===== config.mk =====
export PLATFORM = sky130hd
export DESIGN_NAME = itrfw_clut
export DESIGN_NICKNAME = d
export VERILOG_FILES = /design/src/sv/itrfw_clut.sv
export SDC_FILE = /design/constraint.sdc
export NUM_CORES = 2
export LEC_CHECK = 0
export BUFFER_PORTS_ARGS = -buffer_cell sky130_fd_sc_hd__clkbuf_2
export CAP_MARGIN = 40
export CORE_UTILIZATION = 30
export DETAILED_ROUTE_END_ITERATION = 8
export MAX_ROUTING_LAYER = met4
export SKIP_CTS_REPAIR_TIMING = 1
export SLEW_MARGIN = 20
export SYNTH_ARGS = -nofsm -noshare
export SYNTH_HDL_FRONTEND = slang
export SYNTH_SLANG_ARGS = --single-unit

===== constraint.sdc =====
create_clock -name clk_i -period 6.5 [get_ports clk_i]
set_input_delay 0.975 -clock clk_i [delete_from_list [all_inputs] [get_ports clk_i]]
set_output_delay 0.975 -clock clk_i [all_outputs]
set_load 0.02 [all_outputs]

===== src/sv/itrfw_clut.sv =====
// Colour lookup table: one write port and two registered read ports.
// Stand-alone; no package dependency.
module itrfw_clut #(
  parameter int unsigned ENTRIES = 256,
  localparam int unsigned IDX_W = (ENTRIES > 1) ? $clog2(ENTRIES) : 1
) (
  input  logic             clk_i,
  input  logic             we_i,
  input  logic [IDX_W-1:0] waddr_i,
  input  logic [15:0]      wdata_i,
  input  logic             re_i,
  input  logic [IDX_W-1:0] raddr_a_i,
  input  logic [IDX_W-1:0] raddr_b_i,
  output logic [15:0]      rdata_a_o,
  output logic [15:0]      rdata_b_o
);

  logic [15:0] mem_q [ENTRIES];

  // Write one entry
  always_ff @(posedge clk_i) begin
    if (we_i) begin
      mem_q[waddr_i] <= wdata_i;
    end
  end

  // Read both pixels; hold the data until the next read
  always_ff @(posedge clk_i) begin
    if (re_i) begin
      rdata_a_o <= mem_q[raddr_a_i];
      rdata_b_o <= mem_q[raddr_b_i];
    end
  end

endmodule


==> impl_metrics.tcl <==
set metrics [dict create \
    area_delta_synth_final_pct 14.6 \
    tns_ns 0 \
    rsz0062_at_grt "false" \
    fp.dieW_um 802 \
    p_leak_nw 68.9 \
    ir_worst_vdd_mv 0.204 \
    place_ws_ns 1.05 \
    final_area_mm2 0.220 \
    cts-root-buf "clkbuf_16" \
    dpl.hpwl_mm 428 \
    crit_start "raddr_a_i[0]" \
    grt_pass1_vias 112000 \
    place_inst 18400 \
    fp.dieH_um 802 \
    period_needed_ns 4.37 \
    core_area_mm2 0.637 \
    fmax_mhz 229 \
    fin_nets 10500 \
    clk_latency_ns 1.06 \
    synth.yosys.seq_area_share 0.646 \
    synth_warnings 0 \
    regToRegStartpoint "mem_q[27][13]$_DFFE_PP_" \
    ys_types 58 \
    drc 0 \
    required_ns 7.29 \
    place_area_mm2 0.206 \
    whs_ns 0.352 \
    drive_gt1_frac 0.311 \
    fp.dieArea_mm2 0.643 \
    cellPowerDensity_mw_per_mm2 267 \
    synth_area_mm2 0.192 \
    tightest_slew_ns 1.25 \
    synth-seq-cells 4128 \
    ant_nets 0 \
    pin_count 75 \
    setup_viol 0 \
    arrival_ns 5.16 \
    drv_slew 0 \
    synth-main-ff-cell "edfxtp_1" \
    start_util 0.301 \
    hp-class "input port to flop" \
    startpoint_type "input port" \
    cts.path.max_buffers 4 \
    antenna_found_initial 60 \
    synthArstFlopShare 0 \
    min_period_over_period 0.673 \
    routed_via_density 5.94 \
    grt.total_usage 0.208 \
    synthCells 10100 \
    place_congestion 0.942 \
    slew_headroom 0.167 \
    synth.avg_cell_area_um2 18.9 \
    setup.worst_path.class "input port to flop" \
    drt_iter0_drc 17100 \
    drt-total-wl_mm 674 \
    clock_skew_ns 0.0508 \
    finalWorstSetupSlack_ns 2.13 \
    overflow 0 \
    wl_per_cell_um 34.9 \
    cts_tree "built" \
    via_count 115000 \
    end_kind "flop" \
    cap_violations 0 \
    synth_fp_nets 10200 \
    hp-start "wdata_i[11]" \
    grt_pass1_wl_mm 920 \
    synth-edff-count 4128 \
    clock-sinks 4128 \
    hold_viol_final 0 \
    crit_fanout 44 \
    clk_pin_slew_ns 0.06 \
    status "finished clean" \
    cts_max_level 5 \
    first_pass_iters 8 \
    grt_max_degree 165 \
    layoutNonFillerInstCount 19300 \
    port-buffer-count 74 \
    cts_buffers 425 \
    rows 293 \
]
## registers in the layout, indices dropped and copies added (netlist names)
register	flops
rdata_a_o	16
mem_q	4096
rdata_b_o	16
## kinds of logic after synthesis
group | synth area share
AOI/OAI and AO/OA | 0.0539
buffers and inverters | 0.0246
DFF | 0.646
muxes | 0.251
and+or+nand+nor | 0.0242
## layer usage
metal  up-vias  global-route usage  wire length, um
li1      44800                   -                -
met1     61200               0.263           248000
met2      7334               0.315           309000
met3      1374              0.0486            77300
met4         0               0.105            40400
met5         -                   -                0
## cell usage after synthesis, types with 74 or more instances
master / n / area [um2]
clkbuf_1: 382 / 1430
mux2i_1: 1021 / 10200
mux4_2: 1688 / 38000
nand2_1: 257 / 965
a22oi_1: 119 / 893
edfxtp_1: 4128 / 124000
buf_4: 100 / 751
nor3_1: 185 / 926
buf_1: 102 / 383
o21ai_0: 74 / 370
a21oi_1: 210 / 1050
nor2_1: 355 / 1330
buf_6: 92 / 1040
o221ai_1: 418 / 3660
o22ai_1: 281 / 1760
nand3_1: 83 / 415
buf_2: 153 / 766
## stage by stage
step	power, mW	utilization
final	58.7	0.345
after CTS	58.7	0.344
after floorplan	32.7	-
after detailed placement	35.0	0.323
after global placement	34.9	0.322
after global routing	59.9	0.345
## path summary, 6_finish.rpt
path	end	slack, ns	cells past startpoint
max	rdata_a_o[1]$_DFFE_PP_	2.13	11
min	mem_q[63][11]$_DFFE_PP_	0.35	1
max reg2reg	rdata_a_o[13]$_DFFE_PP_	2.67	7
min reg2reg	rdata_a_o[6]$_DFFE_PP_	1.18	5
## report_power, final
part | total, mW | switching, mW | internal (mW)
clock | 24.1 | 10.8 | 13.3
combinational | 5.01 | 3.23 | 1.78
sequential | 29.5 | 0.141 | 29.4
total | 58.7 | 14.1 | 44.5
## cell usage in the layout, fill, tap and decap left out, drive strengths merged, types with 74 or more instances in the layout
master / Yosys / layout
o22ai: 284 / 284
a22oi: 119 / 119
buf: 467 / 710
edfxtp: 4128 / 4128
nand2: 257 / 257
mux2i: 1021 / 1021
nor3: 185 / 185
mux4: 1688 / 1688
nor2: 355 / 355
o21ai: 74 / 74
clkbuf: 383 / 568
a21oi: 210 / 210
clkinv: 0 / 213
nand3: 83 / 83
o221ai: 418 / 418
## area by class of cell
class / instances / area (um2)
Clock buffer: 512 / 11100
Timing Repair Buffer: 772 / 7630
Inverter: 6 / 47.5
Fill cell: 59100 / 417000
Tap cell: 8407 / 10500
Sequential cell: 4128 / 124000
Clock inverter: 275 / 2320
Multi-Input combinational cell: 5151 / 64300
Antenna cell: 45 / 113
## critical path, stage by stage
cell	delay, ns
buf_12	0.38
buf_12	0.27
buf_4	0.19
mux4_2	0.53
a22o_1	0.26
a221oi_1	0.57
o22ai_1	0.44
nor3_1	0.75
nor2_1	0.24
buf_4	0.24
and3_1	0.15
(Power assumes the default switching activity.)
