--- config.mk ---
export PLATFORM = sky130hd
export DESIGN_NAME = itrfw_addr_gen
export DESIGN_NICKNAME = d
export VERILOG_FILES = /design/src/sv/itrfw_pkg.sv /design/src/sv/itrfw_addr_gen.sv
export SDC_FILE = /design/constraint.sdc
export NUM_CORES = 1
export LEC_CHECK = 0
export ABC_AREA = 1
export BUFFER_PORTS_ARGS = -buffer_cell sky130_fd_sc_hd__buf_2
export CAP_MARGIN = 20
export CORE_AREA = 4 4 95 97
export DETAILED_ROUTE_END_ITERATION = 8
export DIE_AREA = 0 0 99 101
export PLACE_DENSITY_LB_ADDON = 0.25
export SLEW_MARGIN = 10
export SYNTH_ARGS = -nofsm -noshare
export SYNTH_HDL_FRONTEND = slang
export SYNTH_SLANG_ARGS = --single-unit
--- constraint.sdc ---
create_clock -name clk_i -period 2.7 [get_ports clk_i]
set_input_delay 0.54 -clock clk_i [delete_from_list [all_inputs] [get_ports clk_i]]
set_output_delay 0.54 -clock clk_i [all_outputs]
set_load 0.05 [all_outputs]
--- src/sv/itrfw_pkg.sv ---
// Shared types, codes and helpers for the indexed-to-RGB565 frame writer.
// Used by itrfw_addr_gen and indexed_to_rgb565_frame_writer.
package itrfw_pkg;

  // Operation codes of an input transaction
  localparam logic [1:0] OP_PALETTE = 2'd0;
  localparam logic [1:0] OP_START   = 2'd1;
  localparam logic [1:0] OP_PIXELS  = 2'd2;

  // Output mode codes
  localparam logic [1:0] MODE_PACKED  = 2'd0;
  localparam logic [1:0] MODE_DOUBLED = 2'd1;
  localparam logic [1:0] MODE_SKIP    = 2'd2;

  // Configuration register indexes
  localparam int unsigned CFG_IDX_W = 1;
  localparam logic [CFG_IDX_W-1:0] CFG_OUTPUT_MODE = 1'd0;
  localparam logic [CFG_IDX_W-1:0] CFG_LINE_WORDS  = 1'd1;
  localparam int unsigned CFG_DATA_W = 11;

  // Reset and limits of the line length
  localparam logic [10:0] LINE_WORDS_RESET = 11'd320;
  localparam logic [10:0] LINE_WORDS_MAX   = 11'd1024;

  localparam int unsigned WORD_ADDR_W = 21;
  localparam int unsigned COLOUR_W    = 16;

  typedef struct packed {
    logic [1:0]             operation;
    logic [7:0]             entry_index;
    logic [7:0]             red;
    logic [7:0]             green;
    logic [7:0]             blue;
    logic [WORD_ADDR_W-1:0] start_address;
    logic [7:0]             pixel_a;
    logic [7:0]             pixel_b;
    logic                   final_pair;
  } in_item_t;

  typedef struct packed {
    logic [WORD_ADDR_W-1:0] word_address;
    logic [31:0]            word_data;
    logic                   run_last;
    logic                   update_done;
  } out_item_t;

  // Address generator controls for one accepted transaction
  typedef struct packed {
    logic start;
    logic pair;
    logic doubled;
    logic skip;
  } addr_ctl_t;

  // Pack 8-bit components into one RGB565 colour
  function automatic logic [COLOUR_W-1:0] rgb565(input logic [7:0] r, input logic [7:0] g,
                                                 input logic [7:0] b);
    rgb565 = {r[7:3], g[7:2], b[7:3]};
  endfunction

endpackage

--- src/sv/itrfw_addr_gen.sv ---
// Word address counter and line position tracking for the frame writer.
// Depends on itrfw_pkg for the control struct and line-length constants.
module itrfw_addr_gen #(
  parameter int unsigned ADDRESS_BITS = 21
) (
  input  logic                              clk_i,
  input  logic                              rst_ni,
  input  itrfw_pkg::addr_ctl_t              ctl_i,
  input  logic [itrfw_pkg::WORD_ADDR_W-1:0] start_address_i,
  input  logic [10:0]                       line_words_i,
  output logic [itrfw_pkg::WORD_ADDR_W-1:0] addr0_o,
  output logic [itrfw_pkg::WORD_ADDR_W-1:0] addr1_o
);

  localparam int unsigned XW = (ADDRESS_BITS > itrfw_pkg::WORD_ADDR_W) ?
                               ADDRESS_BITS : itrfw_pkg::WORD_ADDR_W;
  localparam int unsigned SW = ADDRESS_BITS + 2;

  logic [ADDRESS_BITS-1:0] ctr_q, ctr_d;
  logic [9:0]              pos_q, pos_d;
  logic [ADDRESS_BITS-1:0] ctr_inc1, ctr_inc2;
  logic [SW-1:0]           jump_sum;
  logic [10:0]             len;
  logic [10:0]             pos_next;
  logic [XW-1:0]           start_x, addr0_x, addr1_x;

  // Clamp the line length to 1..1024
  always_comb begin
    len = line_words_i;
    if (line_words_i == 11'd0) begin
      len = 11'd1;
    end else if (line_words_i > itrfw_pkg::LINE_WORDS_MAX) begin
      len = itrfw_pkg::LINE_WORDS_MAX;
    end
  end

  assign ctr_inc1 = ctr_q + ADDRESS_BITS'(1);
  assign ctr_inc2 = ctr_q + ADDRESS_BITS'(2);
  assign jump_sum = SW'(ctr_q) + SW'(1) + SW'(len);
  assign pos_next = {1'b0, pos_q} + 11'd1;
  assign start_x  = XW'(start_address_i);

  // Advance the counter per transaction
  always_comb begin
    ctr_d = ctr_q;
    pos_d = pos_q;
    if (ctl_i.start) begin
      ctr_d = start_x[ADDRESS_BITS-1:0];
      pos_d = 10'd0;
    end else if (ctl_i.pair) begin
      if (ctl_i.doubled) begin
        ctr_d = ctr_inc2;
      end else if (ctl_i.skip) begin
        if (pos_next >= len) begin
          ctr_d = jump_sum[ADDRESS_BITS-1:0];
          pos_d = 10'd0;
        end else begin
          ctr_d = ctr_inc1;
          pos_d = pos_next[9:0];
        end
      end else begin
        ctr_d = ctr_inc1;
      end
    end
  end

  always_ff @(posedge clk_i or negedge rst_ni) begin
    if (!rst_ni) begin
      ctr_q <= '0;
      pos_q <= '0;
    end else begin
      ctr_q <= ctr_d;
      pos_q <= pos_d;
    end
  end

  // Present addresses of the first and second word of a pair
  assign addr0_x = XW'(ctr_q);
  assign addr1_x = XW'(ctr_inc1);
  assign addr0_o = addr0_x[itrfw_pkg::WORD_ADDR_W-1:0];
  assign addr1_o = addr1_x[itrfw_pkg::WORD_ADDR_W-1:0];

  // A start always rewinds the line position
  a_start_clears_pos: assert property (@(posedge clk_i) disable iff (!rst_ni)
    ctl_i.start |=> (pos_q == 10'd0))
    else $error("line position not cleared by start");

  // Packed mode leaves the line position alone
  a_packed_holds_pos: assert property (@(posedge clk_i) disable iff (!rst_ni)
    (ctl_i.pair && !ctl_i.start && !ctl_i.doubled && !ctl_i.skip) |=> $stable(pos_q))
    else $error("line position moved in packed mode");

  // Doubled mode steps the counter by two
  a_doubled_step: assert property (@(posedge clk_i) disable iff (!rst_ni)
    (ctl_i.pair && !ctl_i.start && ctl_i.doubled) |=> (ctr_q == $past(ctr_inc2)))
    else $error("doubled mode counter step wrong");

endmodule

==> results.json, run 1 <==
{
  "cp_slowest_cell": "dfrtp_1",
  "internal_power_w": 0.00130,
  "critical_path_depth": 21,
  "violations": "setup timing",
  "place_inst": 914,
  "routed_wl_microns": 14400,
  "slew-limit-headroom_pct": 47.6,
  "die_y_microns": 101,
  "pwr-share-clk_pct": 13.6,
  "worstPathMaxFanout": 7,
  "syn_to_final_growth_pct": 35.8,
  "drc": 0,
  "wirelength_met1_microns": 5740,
  "drive_gt1_share_pct": 34.1,
  "whs_ns": 0.319,
  "muxShareOfSynthArea_pct": 0,
  "max_stage_delay_ns": 0.41,
  "grt_antenna_before_repair": 0,
  "io_buffers": 79,
  "yosys_register_bits": 31,
  "dp_hpwl_microns": 10900,
  "fin_setup_tns_ns": -0.226,
  "finalHoldViolCount": 0,
  "cts_made_buffers": 5,
  "end_kind": "flop",
  "layout.area.seq_sq_um": 783,
  "swShare_pct": 53.9,
  "diodes": 0,
  "drt-vias-per-instance": 5.31,
  "met3_length_microns": 1080,
  "grt.total_usage_pct": 27.8,
  "grt_pass1_vias": 4755,
  "final_antenna_net_count": 0,
  "crit_required_ns": 2.90,
  "clock_latency_ns": 0.29,
  "slew_violations": 0,
  "netlist_instances": 698,
  "setup_viol": 9,
  "crit_buf_inv": 5,
  "vias": 4953,
  "yosys.area_share.simple_pct": 41.8,
  "worst_pin_slew_ns": 0.783,
  "final_cells": 932,
  "crit_path_start_kind": "flop",
  "cp_top_family": "simple AND/OR/NAND/NOR gates",
  "p_leak_nw": 3.08,
  "yosysUniqueCellTypes": 46,
  "grt_max_degree": 32,
  "clkTransAtPathRegs_ns": 0.08,
  "final_net_count": 890,
  "nFillCells": 710,
  "htree_num_levels": 2,
  "ir_drop_v": 0.000274,
  "grt_first_pass_wirelength_microns": 22300,
  "dieArea_sq_mm": 0.0100,
  "finalWorstSetupSlack_ns": -0.0795,
  "fin_crit_sh_pct": 103,
  "drtIter0Drc": 241,
  "skew_ns": 0.00889,
  "grt_setup_unrepaired": "true",
  "die_w_microns": 99,
  "clock.fmax_mhz": 360,
  "crit_arrival_ns": 2.98,
  "powerDensity_mw_per_mm2": 495,
  "syn_area_sq_mm": 0.00418,
  "ys_async_sr_fraction_pct": 100,
  "clkSinkCount": 31,
  "p_sw_w": 0.00151,
  "dr.pass1.iters": 5,
  "synth_compound_area_share_pct": 11.3,
  "worstPathCellList": "ha_4 > nand3_4 > nor2_4 > nand2_2 > nor2_4 > buf_4 > inv_1 > nand2_2 > inv_2 > ha_4 > nand2_1 > inv_1 > nand2_1 > nor2_1 > nand2_1 > nand4_4 > nand2_8 > buf_12 > nand2_2 > nand3_1 > a22oi_1",
  "pwr-share-comb_pct": 62.7,
  "rows": 33,
  "yosysWarnings": 0,
  "avgSynthCellArea_sq_um": 5.99,
  "cts_buffer_depth": 2,
  "wl_per_cell_microns": 15.4,
  "grt-ovfl-total": 0,
  "cts_tree": "done",
  "synth_edf_count": 0,
  "syn_nets": 762,
  "core_sq_mm": 0.00813,
  "hold_class": "in -> async",
  "min_period_ns": 2.78,
  "synth_top_family_by_area": "simple AND/OR/NAND/NOR gates",
  "synth_ff_type": "dfrtp_1",
  "gp_congestion": 0.944,
  "wl_met2_microns": 7130,
  "pwr-share-seq_pct": 23.7,
  "root_buffer": "clkbuf_8",
  "status": "finished, violations left",
  "cts_hold_buf": 0,
  "num_io_pins": 80,
  "path_class": "reg -> reg",
  "top_layer": "met4",
  "multi_input_comb_area_sq_mm": 0.00334,
  "start_util_pct": 51.4,
  "synth_xor_xnor_area_share_pct": 6.70,
  "synthAdderAreaFrac_pct": 7.96,
  "cap_violations": 0,
  "seq_area_frac_synth_pct": 18.6,
  "r2r_cells": 21
}
## logic make-up (layout without fill, tap and decap cells)
group / Yosys count / in the layout
AND/OR/NAND/NOR: 384 / 385
buffers and inverters: 142 / 270
AO/OA/AOI/OAI: 83 / 83
XOR/XNOR: 32 / 32
flip-flops: 31 / 31
adder cells (fa/ha/maj): 26 / 26
## final timing paths
| check | slack (ns) | end | from |
|---|---|---|---|
| min in group clk_i | 0.49 | addr0_o[16] | start_address_i[16] |
| setup reg to reg | -0.08 | addr0_o[0] | pos_q[0] |
| max in group asynchronous | 1.82 | pos_q[2] | rst_ni |
| hold / removal | 0.32 | addr0_o[15] | rst_ni |
| setup / recovery | -0.08 | addr0_o[0] | pos_q[0] |
| hold reg to reg | 0.62 | addr0_o[18] | addr0_o[18] |
## stage by stage
stage	util [%]	total power, W	setup WS, ns	cell area [sq um]
2_1_floorplan	-	0.00175	-0.0105	4220
3_3_place_gp	61.7	0.00221	-0.396	5020
3_5_place_dp	61.7	0.00224	-0.448	5020
4_1_cts	64.4	0.00266	-0.0616	5240
5_1_grt	69.8	0.00299	-0.203	5680
6_report	69.8	0.00281	-0.0795	5680
## worst reg2reg max path: stages, from the launching register on
cell	delay, ns
dfrtp_1	0.41
ha_4	0.18
nand3_4	0.09
nor2_4	0.09
nand2_2	0.08
nor2_4	0.13
buf_4	0.12
inv_1	0.03
nand2_2	0.06
inv_2	0.05
ha_4	0.27
nand2_1	0.07
inv_1	0.09
nand2_1	0.05
nor2_1	0.10
nand2_1	0.09
nand4_4	0.15
nand2_8	0.11
buf_12	0.16
nand2_2	0.05
nand3_1	0.10
a22oi_1	0.22
## metal layers
layer  GRT usage, %  up-vias
met5              0        -
met4           12.5        0
met3           5.26       34
met2           49.2      215
met1           32.5     2245
li1               -     2459
## layout make-up
| cell class | count | area share [%] |
|---|---|---|
| inverters | 127 | 8.48 |
| clock buffers | 7 | 1.34 |
| well taps | 105 | 2.31 |
| clock inverters | 1 | 0.0881 |
| repair inverters | 1 | 0.132 |
| repair buffers | 134 | 14.9 |
| flip-flops and latches | 31 | 13.8 |
| multi-input cells | 526 | 58.9 |
## layout by cell type, fill, tap and decap left out, types with 11 or more instances in the layout
cell | synthesis | routed
nand2_1 | 211 | 186
inv_1 | 113 | 109
buf_2 | 5 | 77
nor2_1 | 62 | 56
buf_4 | 4 | 49
nand3_1 | 55 | 40
nand2_2 | 12 | 31
a21oi_1 | 32 | 25
dfrtp_1 | 31 | 25
xor2_1 | 28 | 20
nand3_2 | 4 | 18
inv_2 | 11 | 15
o21ai_0 | 21 | 15
ha_1 | 25 | 13
nor2_4 | 8 | 11
nand4_1 | 11 | 11
## flip-flops by register name (all words and copies together), names as in the netlist
register / count
addr0_o: 21
pos_q: 10
## power by group through the flow
| stage | clock network (W) | registers [W] | logic [W] |
|---|---|---|---|
| finish | 0.000382 | 0.000665 | 0.00176 |
| global route | 0.000405 | 0.000676 | 0.00191 |
| CTS | 0.000386 | 0.000650 | 0.00162 |
| detailed placement | 0 | 0.000659 | 0.00158 |
| global placement | 0 | 0.000655 | 0.00156 |
| floorplan | 0 | 0.000790 | 0.000961 |
## synthesized netlist by cell type, types with 2 or more instances
cell	number	share of area, %
nor2_2	4	0.60
xor2_1	28	5.9
nor2_1	62	5.6
buf_2	5	0.60
nand3b_1	2	0.36
xnor2_1	4	0.84
clkinv_1	3	0.27
o22ai_1	9	1.3
nor4_1	3	0.45
a221oi_1	2	0.42
nand3_1	55	6.6
a22oi_1	5	0.90
dfrtp_1	31	19
nand2_2	12	1.8
inv_2	11	0.99
buf_6	2	0.54
o21ai_0	21	2.5
nand3b_2	2	0.54
inv_1	113	10
nor2_4	8	2.2
o21ai_1	5	0.60
nand3_2	4	0.96
clkbuf_1	3	0.27
nor3_1	3	0.36
ha_1	25	7.5
a21oi_1	32	3.8
buf_4	4	0.72
nand4_1	11	1.6
nand2_1	211	19
nand2_4	2	0.54
## timing repair
item	4_1_cts	5_1_grt
gates resized for setup	26	92
buffers inserted	6	2
gates cloned	1	2
setup endpoints to repair	31	42
pin swaps	16	34
(Power assumes the default switching activity.)
==> inputs of run 2 (changes only) <==
--- a/config.mk
+++ b/config.mk
@@ -8,9 +8,11 @@
 export ABC_AREA = 1
 export BUFFER_PORTS_ARGS = -buffer_cell sky130_fd_sc_hd__buf_2
 export CAP_MARGIN = 20
-export CORE_AREA = 4 4 95 97
+export CELL_PAD_IN_SITES_DETAIL_PLACEMENT = 0
+export CELL_PAD_IN_SITES_GLOBAL_PLACEMENT = 1
+export CORE_AREA = 4 4 115 117
 export DETAILED_ROUTE_END_ITERATION = 8
-export DIE_AREA = 0 0 99 101
+export DIE_AREA = 0 0 119 121
 export PLACE_DENSITY_LB_ADDON = 0.25
 export SLEW_MARGIN = 10
 export SYNTH_ARGS = -nofsm -noshare
==> results.json, run 2 (synthesis results as in run 1) <==
{
  "rows": 41,
  "worst_pin_slew_ns": 0.829,
  "met2_usage_pct": 36.8,
  "layout_common_cells": "nand2_1, inv_1, buf_2",
  "clkSinkCount": 31,
  "pre_cts_ws_ns": -0.460,
  "worstPathMaxFanout": 8,
  "crit_arrival_ns": 2.88,
  "grt-busiest-layer": "met2",
  "drive_gt1_share_pct": 31.1,
  "use_met1_pct": 25.3,
  "clock_latency_ns": 0.28,
  "cts_hold_buf": 0,
  "largest_reg_flops": 21,
  "fin_crit_sh_pct": 99.2,
  "final_antenna_net_count": 0,
  "grt_setup_unrepaired": "true",
  "vias": 4826,
  "grt.total_usage_pct": 20.7,
  "p_leak_nw": 3.11,
  "grt-ovfl-total": 0,
  "num_io_pins": 80,
  "syn_to_final_growth_pct": 35.6,
  "worstPathCellList": "ha_2 > nand3_2 > nor2_2 > nand2_1 > nor2_2 > nand2_2 > xor2_2 > inv_2 > ha_4 > nand2_1 > nor2_2 > nand3_1 > nand4_4 > nand2_8 > buf_6 > o211ai_1 > nand2_1 > o21ai_1",
  "drtIter0Drc": 267,
  "crit_path_start_kind": "flop",
  "htree_num_levels": 2,
  "core_sq_mm": 0.0124,
  "grt_max_degree": 32,
  "finalHoldViolCount": 0,
  "layout.area.seq_sq_um": 777,
  "cp_slowest_cell": "dfrtp_1",
  "clkTransAtPathRegs_ns": 0.06,
  "dr.pass1.iters": 5,
  "cts_tree": "done",
  "fin_setup_tns_ns": 0,
  "max_stage_delay_ns": 0.35,
  "ir_drop_v": 0.000251,
  "cp_top_family": "simple AND/OR/NAND/NOR gates",
  "final_net_count": 897,
  "hold_class": "in -> async",
  "status": "complete, no violations",
  "cts_buffer_depth": 2,
  "gp_congestion": 0.866,
  "report.power.total_w": 0.00294,
  "setup_viol": 0,
  "multi_input_comb_area_sq_mm": 0.00316,
  "routed_wl_microns": 14700,
  "io_buffers": 79,
  "clock.fmax_mhz": 373,
  "end_kind": "flop",
  "root_buffer": "clkbuf_16",
  "crit_buf_inv": 2,
  "grt_antenna_before_repair": 0,
  "drc": 0,
  "grt_first_pass_wirelength_microns": 24100,
  "cap_violations": 0,
  "start_util_pct": 33.8,
  "die_y_microns": 121,
  "crit_required_ns": 2.91,
  "wl_per_cell_microns": 14.6,
  "final_common_cell": "nand2_1",
  "cts_made_buffers": 5,
  "finalWorstSetupSlack_ns": 0.0219,
  "grt_pass1_vias": 4853,
  "dieArea_sq_mm": 0.0144,
  "dp_hpwl_microns": 11500,
  "slew-limit-headroom_pct": 44.7,
  "die_w_microns": 119,
  "slew_violations": 0,
  "diodes": 0,
  "drt-vias-per-instance": 4.80,
  "use_met3_pct": 3.40,
  "nFillCells": 1293,
  "skew_ns": 0.00829,
  "powerDensity_mw_per_mm2": 518,
  "path_class": "reg -> reg",
  "min_period_ns": 2.68
}
[run 2: final timing paths]
path                                      from     endpoint  slack, ns  depth (start not counted)
max in group asynchronous               rst_ni   addr0_o[0]       1.78                          1
min in group clk_i         start_address_i[14]  addr0_o[14]       0.50                          3
max                                   pos_q[0]   addr0_o[3]       0.02                         18
min reg2reg                           pos_q[9]     pos_q[9]       0.60                          2
max reg2reg                           pos_q[0]   addr0_o[3]       0.02                         18
min                                     rst_ni  addr0_o[17]       0.36                          1
[run 2: timing repair]
action | in CTS | in global routing
gates resized for setup | 30 | 46
setup endpoints to repair | 32 | 34
buffers inserted | 6 | 5
cloned | 1 | 1
pin swaps | 16 | 18
[run 2: cell type report]
cell class,count,share of cell area [%]
clock buffer,6,2.45
clock inverter,1,0.0883
inverter,127,8.50
multi-input combinational,525,55.6
sequential,31,13.7
tap,172,3.80
timing repair buffer,142,15.7
timing repair inverter,1,0.132
[run 2: metrics by stage]
step | hold WS, ns | area (sq um) | cells | util [%]
after global placement | 0.566 | 5120 | 985 | 41.4
after floorplan | 0.244 | 4220 | 698 | -
after CTS | 0.381 | 5430 | 999 | 44.0
after detailed placement | 0.581 | 5120 | 985 | 41.4
final | 0.355 | 5670 | 1005 | 45.9
after global routing | 0.413 | 5670 | 1005 | 45.9
[run 2: power breakdown]
group / internal [W] / leakage, nW / switching, W
Clock: 0.000360 / 0.0727 / 0.000220
Combinational: 0.000560 / 2.66 / 0.00114
Sequential: 0.000524 / 0.384 / 0.000133
[run 2: metal layers]
| layer | wire length (microns) | vias up | part of all wire (%) |
|---|---|---|---|
| li1 | - | 2466 | - |
| met1 | 6380 | 2212 | 43 |
| met2 | 7180 | 116 | 49 |
| met3 | 695 | 32 | 4.7 |
| met4 | 435 | 0 | 3.0 |
| met5 | 0 | - | 0 |
